File: config.mk
export PLATFORM = sky130hd
export DESIGN_NAME = alsd_ctrl
export DESIGN_NICKNAME = d
export VERILOG_FILES = /design/src/sv/alsd_pkg.sv /design/src/sv/alsd_ctrl.sv
export SDC_FILE = /design/constraint.sdc
export NUM_CORES = 1
export LEC_CHECK = 0
export BUFFER_PORTS_ARGS = -buffer_cell sky130_fd_sc_hd__clkbuf_2
export CORE_AREA = 8 8 45 47
export CTS_CLUSTER_SIZE = 24
export DETAILED_ROUTE_END_ITERATION = 12
export DIE_AREA = 0 0 53 55
export PLACE_DENSITY = 0.64
export SETUP_SLACK_MARGIN = 0.5
export SLEW_MARGIN = 10
export SYNTH_ARGS = -nofsm -noshare
export SYNTH_HDL_FRONTEND = slang
export SYNTH_SLANG_ARGS = --single-unit
export TNS_END_PERCENT = 1
File: constraint.sdc
create_clock -name clk -period 2.04 [get_ports clk]
set_input_delay 0.102 -clock clk [delete_from_list [all_inputs] [get_ports clk]]
set_output_delay 0.102 -clock clk [all_outputs]
set_load 0.01 [all_outputs]
File: src/sv/alsd_pkg.sv
// shared types, codes and constants of the addressable led strip driver
package alsd_pkg;

    localparam int MAX_LEDS_DEF = 256;
    localparam int ROW_W        = 24;
    localparam int CFG_IDX_W    = 3;
    localparam int CFG_DATA_W   = 16;

    // operation codes of a command transaction
    localparam logic [1:0] OP_TICK  = 2'd0;
    localparam logic [1:0] OP_SET   = 2'd1;
    localparam logic [1:0] OP_CLEAR = 2'd2;
    localparam logic [1:0] OP_SHOW  = 2'd3;

    // color order codes
    localparam logic [1:0] ORDER_RGB = 2'd0;
    localparam logic [1:0] ORDER_GRB = 2'd1;
    localparam logic [1:0] ORDER_BGR = 2'd2;

    // register indexes
    localparam logic [CFG_IDX_W-1:0] REG_COLOR_ORDER = 3'd0;
    localparam logic [CFG_IDX_W-1:0] REG_LED_COUNT   = 3'd1;
    localparam logic [CFG_IDX_W-1:0] REG_ZERO_HIGH   = 3'd2;
    localparam logic [CFG_IDX_W-1:0] REG_ZERO_LOW    = 3'd3;
    localparam logic [CFG_IDX_W-1:0] REG_ONE_HIGH    = 3'd4;
    localparam logic [CFG_IDX_W-1:0] REG_ONE_LOW     = 3'd5;
    localparam logic [CFG_IDX_W-1:0] REG_LATCH       = 3'd6;

    // register reset values
    localparam logic [1:0]  RST_COLOR_ORDER = 2'd0;
    localparam logic [8:0]  RST_LED_COUNT   = 9'd0;
    localparam logic [7:0]  RST_ZERO_HIGH   = 8'd3;
    localparam logic [7:0]  RST_ZERO_LOW    = 8'd8;
    localparam logic [7:0]  RST_ONE_HIGH    = 8'd7;
    localparam logic [7:0]  RST_ONE_LOW     = 8'd6;
    localparam logic [15:0] RST_LATCH       = 16'd600;

    typedef enum logic [3:0] {
        PH_IDLE = 4'b0001,
        PH_PRE  = 4'b0010,
        PH_BITS = 4'b0100,
        PH_POST = 4'b1000
    } phase_t;

    typedef struct packed {
        logic exec;
        logic load_row;
        logic clr_step;
        logic out_load;
    } ctrl_cmd_t;

    typedef struct packed {
        logic need_fetch;
        logic start_clear;
        logic clr_last;
    } dp_status_t;

endpackage

File: src/sv/alsd_ctrl.sv
// controller state machine of the led strip driver
module alsd_ctrl (
    input  logic                 clk,
    input  logic                 rst_n,
    input  logic                 in_valid,
    output logic                 in_ready,
    output logic                 out_valid,
    input  logic                 out_ready,
    input  alsd_pkg::dp_status_t status,
    output alsd_pkg::ctrl_cmd_t  cmd
);

    typedef enum logic [5:0] {
        S_INIT  = 6'b000001,
        S_IDLE  = 6'b000010,
        S_FETCH = 6'b000100,
        S_LOAD  = 6'b001000,
        S_CLEAR = 6'b010000,
        S_DONE  = 6'b100000
    } state_t;

    state_t state_reg;
    state_t state_next;
    logic   out_valid_reg;
    logic   out_valid_next;

    always_comb
    begin
        state_next = state_reg;
        cmd        = '0;
        in_ready   = 1'b0;
        case (state_reg)
            S_INIT:
            begin
                cmd.clr_step = 1'b1;
                if (status.clr_last)
                begin
                    state_next = S_IDLE;
                end
            end
            S_IDLE:
            begin
                in_ready = 1'b1;
                if (in_valid)
                begin
                    cmd.exec = 1'b1;
                    if (status.start_clear)
                    begin
                        state_next = S_CLEAR;
                    end
                    else if (status.need_fetch)
                    begin
                        state_next = S_FETCH;
                    end
                    else
                    begin
                        state_next = S_DONE;
                    end
                end
            end
            S_FETCH:
            begin
                state_next = S_LOAD;
            end
            S_LOAD:
            begin
                cmd.load_row = 1'b1;
                state_next   = S_DONE;
            end
            S_CLEAR:
            begin
                cmd.clr_step = 1'b1;
                if (status.clr_last)
                begin
                    state_next = S_DONE;
                end
            end
            S_DONE:
            begin
                if (!out_valid_reg || out_ready)
                begin
                    cmd.out_load = 1'b1;
                    state_next   = S_IDLE;
                end
            end
            default:
            begin
                state_next = S_INIT;
            end
        endcase
    end

    always_comb
    begin
        out_valid_next = out_valid_reg;
        if (cmd.out_load)
        begin
            out_valid_next = 1'b1;
        end
        else if (out_ready)
        begin
            out_valid_next = 1'b0;
        end
    end

    always_ff @(posedge clk or negedge rst_n)
    begin
        if (!rst_n)
        begin
            state_reg     <= S_INIT;
            out_valid_reg <= 1'b0;
        end
        else
        begin
            state_reg     <= state_next;
            out_valid_reg <= out_valid_next;
        end
    end

    assign out_valid = out_valid_reg;

`ifndef NO_ASSERTIONS
    a_fetch_then_load: assert property (@(posedge clk) disable iff (!rst_n)
        state_reg == S_FETCH |=> state_reg == S_LOAD)
        else $error("row fetch not followed by row load");

    a_no_result_overwrite: assert property (@(posedge clk) disable iff (!rst_n)
        cmd.out_load |-> (!out_valid_reg || out_ready))
        else $error("pending result overwritten");

    a_result_from_done: assert property (@(posedge clk) disable iff (!rst_n)
        $rose(out_valid_reg) |-> $past(state_reg) == S_DONE)
        else $error("result raised outside done state");

    a_one_step_per_cycle: assert property (@(posedge clk) disable iff (!rst_n)
        $countones({cmd.exec, cmd.load_row, cmd.clr_step, cmd.out_load}) <= 1)
        else $error("more than one datapath command at once");
`endif

endmodule

==> metrics, run 1 <==
final non-filler cell total 86; Setup Total Neg Slack 0 ns; synthesized-area fraction occupied by adder cells 0%; cell taking the most area after synthesis dfrtp_1; Clock Tree Root clkbuf_4; Leak Pwr 0.329 nW; main combinational cell family by area after synthesis simple AND/OR/NAND/NOR gates; Detailed Routing Iterations Pass 1 4; VDD IR max 0.000444 V; final hold vios 0; Setup Crit Path Kind flop to flop; Distinct cells, synth 27; post-layout util 46.3%; most common cell after layout, fill and taps aside clkbuf_2; Die X 53 um; total power 0.792 mW; post-route ant nets 0; Max Cap Violations 0; H-tree levels 1; TritonCTS clock tree yes; CP Capture Type flop; Arr. time, crit path 1.76 ns; Placeable Area 0.00138 mm2; Final WS setup 0.402 ns; DP HPWL 800 um; RSZ-0062 raised after global routing true; Clock Pin Slew Worst Setup and Hold Paths 0.05 ns; DRT iter0 DRCs 12; slowest library cell on the worst path or3_4; post-layout min period 1.64 ns; final net count 78; Largest register FFs 6; Clock Sinks 7; DIE AREA 0.00292 mm2; Setup WS pre-CTS 0.452 ns; post-route cell area 641 um2; pwr/cell area 1240 mW/mm2; Mapped Area 445 um2; Yosys top cell area share 33.7%; maximum fanout along the worst path 3; Bufs on Longest Clock Path 2; Fillers 147; Pins Over Slew Limit 0; drt wl/cell 14.0 um; clk_lat worst skew 0.25 ns; commonest non-fill, non-tap cells in the layout 12 x clkbuf_2, 9 x buf_4, 5 x dfrtp_1; post-synthesis sequential area ratio 39.6%; multi-input logic area 260 um2; Synth area leaders dfrtp_1 34%, dfstp_2 5.9%, o221ai_4 5.9%, inv_1 4.2%, nor4b_1 3.9%; CP Buf/Inv Count 1; final WL 1210 um; vias in the first global route 473; Worst-Margin Slew 0.341 ns; max_slew headroom 77.2%; layout cells sized above 1 50.0%; Yosys reg bits 7; Synth Area in Compound Gates 17.7%; final worst path period share 80.3%; antenna violations before repair 0; initial core utilization 32.2%; largest net degree at the start of global routing 9; cell mode on critical path or3_4; total congestion overflow 0; Post-DP Area 504 um2; count of inserted antenna diode cells 0; vias 436; hold crit path type input pin to flop; Yosys warning total 0; FP Rows 14; setup violators final 0; CP cell instances or3_4 > or3_4 > buf_4 > o221ai_4 > o21ai_1; fmax 611 MHz; Synth-to-Final Area Change 43.8%; Setup Skew 0.00439 ns; Total Routing Usage GR 9.54%; GPL Wtd Cong 0.829; synthesized instance count 46; first-pass GRT wire length 2040 um; # DRC 0; WP data required 2.16 ns; via/cell ratio 5.07; chip height 55 um; CP Launch Type flop; hold_ws 0.0377 ns; Top delay family on crit path simple AND/OR/NAND/NOR gates; IO Pins 13; Mapped Avg Cell Area 9.68 um2; CTS Buf Count 3; multiplexer share of the synthesized area 0%; status finished, final reports clean; port bufs 12; Post-Synth Simple-Gate Area 27.8%; register area 178 um2; Syn Nets 53; DP Cell Count 72; Slowest Stage Delay on Critical Path 0.39 ns; Post-Synth XOR/XNOR Area 5.90%
## final timing paths
kind	start	endpoint	slack (ns)	cells after the start
worst max-delay path	state_reg[2]	state_reg[5]	0.40	5
worst min register to register	state_reg[1]	state_reg[3]	0.62	3
max in group asynchronous	rst_n	state_reg[0]	1.58	2
worst min-delay path	status[1]	state_reg[2]	0.04	2
min in group asynchronous	rst_n	state_reg[2]	0.23	2
worst max register to register	state_reg[2]	state_reg[5]	0.40	5
## repair_timing
action | in CTS | in global routing
endpoints found under the hold margin | 7 | 0
setup buffers | 7 | 2
endpoints found under the setup margin | 8 | 8
pin swaps | 4 | 2
hold buffers | 1 | 0
resized for setup | 4 | 4
## report_power, final
part           leakage [nW]  internal (mW)  switching, mW
clock                0.0150         0.0746         0.0505
sequential           0.0913          0.180         0.0557
combinational         0.223          0.245          0.186
## routing by layer
layer,GRT usage (%),up-vias,share of wire (%)
li1,-,211,-
met1,9.37,204,41
met2,17.2,15,52
met3,2.67,6,3.5
met4,6.47,0,3.0
met5,0,-,0
## kinds of logic after synthesis
| logic type | Yosys count |
|---|---|
| AND/OR/NAND/NOR | 21 |
| flip-flops | 7 |
| AO/OA/AOI/OAI | 8 |
| XOR/XNOR | 3 |
| buffers and inverters | 7 |
## area by class of cell
| class | instances | area share, % |
|---|---|---|
| multi-input combinational | 32 | 40.6 |
| sequential | 7 | 27.7 |
| timing repair buffer | 22 | 21.5 |
| clock buffer | 4 | 4.10 |
| tap | 16 | 3.13 |
| inverter | 5 | 2.93 |
## synthesized netlist by cell type
| library cell | count |
|---|---|
| nand3_1 | 2 |
| dfstp_2 | 1 |
| nor4_1 | 1 |
| o22ai_1 | 1 |
| nor4b_1 | 2 |
| nand4b_1 | 1 |
| nor2_1 | 4 |
| dfrtp_1 | 6 |
| a21o_1 | 1 |
| nand2b_1 | 1 |
| clkbuf_8 | 1 |
| nand2_1 | 4 |
| o311a_1 | 1 |
| or3_1 | 2 |
| o21ai_0 | 1 |
| nand3b_1 | 1 |
| nor2b_1 | 1 |
| a211oi_1 | 1 |
| inv_1 | 5 |
| nor3b_1 | 1 |
| o221a_2 | 1 |
| xor2_1 | 1 |
| o21ai_1 | 1 |
| or3_4 | 1 |
| xnor2_1 | 2 |
| buf_4 | 1 |
| o221ai_4 | 1 |
Note: power is estimated with default switching activity, not from simulation.
==> run 2, diff against run 1 <==
Settings changed: ABC_AREA from default to 1.
Clock period 2.04 ns to 1.7 ns, I/O delays scaled along.
==> run 2 against run 1 <==
Non-clock buffer count is 1 lower. Largest cell class unchanged. Via count is 13% higher. Largest power group unchanged. Setup slack worse by 0.076 ns. Clock power is 29% higher.
==> metrics, run 2 <==
top-count cell post-synth nand2_1; chip height 55 um; largest net degree at the start of global routing 8; hold crit path type input pin to flop; Detailed Routing Iterations Pass 1 4; Setup Total Neg Slack 0 ns; Leak Pwr 0.389 nW; fmax 728 MHz; total congestion overflow 0; RSZ-0062 raised after global routing true; FP Rows 14; ys flop type dfrtp_1; Yosys reg bits 7; final net count 96; Total Routing Usage GR 9.50%; TritonCTS clock tree yes; min-delay src out_ready; Post-synth top cells 14 x nand2_1, 11 x inv_1, 11 x nor2_1; first-pass GRT wire length 2000 um; clk_lat worst skew 0.26 ns; CTS Buf Count 3; Worst Hold Depth 2; Clock Sinks 7; Clock Tree Root clkbuf_4; grt met2 use 14.6%; reg2reg end state_reg[4]; cell taking the most area after synthesis dfrtp_1; maximum fanout along the worst path 6; IO Pins 13; pwr/cell area 1320 mW/mm2; met3 Use GR 2.94%; GPL Wtd Cong 0.769; Bufs on Longest Clock Path 2; Fillers 141; post-route cell area 708 um2; Syn Nets 71; Distinct cells, synth 15; depth of the most critical reg-to-reg path 8; final hold vios 0; FF-to-FF Start state_reg[3]; DP HPWL 856 um; status finished, final reports clean; port bufs 12; H-tree levels 1; CP Launch Type flop; Pins Over Slew Limit 0; Largest register FFs 6; Mapped Avg Cell Area 7.10 um2; VDD IR max 0.000508 V; Final WS setup 0.326 ns; commonest non-fill, non-tap cells in the layout 11 x inv_1, 11 x nand2_1, 8 x clkbuf_2; Arr. time, crit path 1.29 ns; CP Capture Type primary output; DIE AREA 0.00292 mm2; drt wl/cell 11.9 um; via/cell ratio 4.73; Synth-to-Final Area Change 55.9%; Max Cap Violations 0; Die X 53 um; ys async rst share 100%; max_slew headroom 84.7%; Worst-Margin Slew 0.228 ns; final worst path period share 80.8%; post-layout util 51.2%; Mapped Area 454 um2; GRT busiest layer met2; layout cells sized above 1 47.7%; WP data required 1.62 ns; DRT iter0 DRCs 10; multi-input logic area 277 um2; post-synthesis sequential area ratio 38.8%; synthesized instance count 64; count of inserted antenna diode cells 0; final WL 1240 um; R2R setup slack 0.36 ns; grt met1 use 10.6%; Placeable Area 0.00138 mm2; Clock Pin Slew Worst Setup and Hold Paths 0.06 ns; initial core utilization 32.8%; number of flops mapped to enable cells by yosys 0; Setup Crit Path Kind flop to primary output; vias 492; setup violators final 0; Yosys warning total 0; vias in the first global route 482; Yosys top cell area share 33.1%; Post-DP Area 527 um2; # DRC 0; Setup Skew 0.00315 ns; Synth area leaders dfrtp_1 33%, nand2_1 12%, inv_1 9.1%, nor2_1 9.1%, nand4_1 6.9%; post-route ant nets 0; post-layout min period 1.37 ns; hold endpoint out_valid; Setup WS pre-CTS 0.498 ns; register area 176 um2; antenna violations before repair 0
-- run 2: changes by cell type in the layout (fill, tap and decap cells not counted), moves of 5 or more --
| cell | change |
|---|---|
| nand2_1 | +7 |
| nand4_1 | +5 |
| nor2_2 | +5 |
| inv_1 | +7 |
| buf_4 | -5 |
-- run 2: kinds of logic after synthesis --
group | after synthesis | share of synthesized area, %
simple gates | 41 | 45.2
compound gates | 3 | 4.13
buf+inv | 13 | 11.8
flops | 7 | 38.8
-- run 2: timing repair --
item,in CTS,in global routing
setup buffers,3,5
setup endpoints to repair,7,10
hold endpoints to repair,7,0
pin swaps,1,7
hold buffers,1,0
gates resized for setup,2,17
-- run 2: worst max path at each step --
stage	startpoint	to	slack, ns	cells past startpoint
finish	state_reg[0]	cmd[1]	0.33	5
global route	state_reg[0]	cmd[1]	0.28	5
global placement	state_reg[1]	state_reg[4]	0.50	6
floorplan	state_reg[0]	state_reg[1]	0.57	7
CTS	state_reg[0]	cmd[1]	0.32	5
detailed placement	state_reg[0]	state_reg[4]	0.50	7
-- run 2: layer usage --
metal  wire length, um  vias to the layer above
met5                 0                        -
met4                17                        0
met3                78                        2
met2               607                       13
met1               535                      229
li1                  -                      248
-- run 2: final cells by class --
class / instances / share of cell area, %
Clock buffer: 4 / 3.71
Inverter: 12 / 6.54
Multi-Input combinational cell: 44 / 39.0
Sequential cell: 7 / 24.9
Timing Repair Buffer: 21 / 23.0
Tap cell: 16 / 2.83
-- run 2: power breakdown --
part / switching, mW / internal, mW / leakage (nW) / total [mW]
Clock: 0.0706 / 0.0902 / 0.0150 / 0.161
Sequential: 0.0453 / 0.214 / 0.0925 / 0.259
Combinational: 0.284 / 0.232 / 0.281 / 0.516
-- run 2: stage by stage --
step,power [mW],cells,hold WS (ns)
after global placement,0.577,91,-0.0640
after CTS,0.794,99,0.0115
after detailed placement,0.580,91,-0.0630
final,0.936,104,0.0192
after floorplan,0.489,64,-0.211
after global routing,1.01,104,0.0508
-- run 2: critical path, stage by stage, from the launching register on --
cell and delay (ns):
dfstp_2 0.38, buf_12 0.12, nor2_4 0.20, nand3_2 0.11
nand2_1 0.08, buf_2 0.12
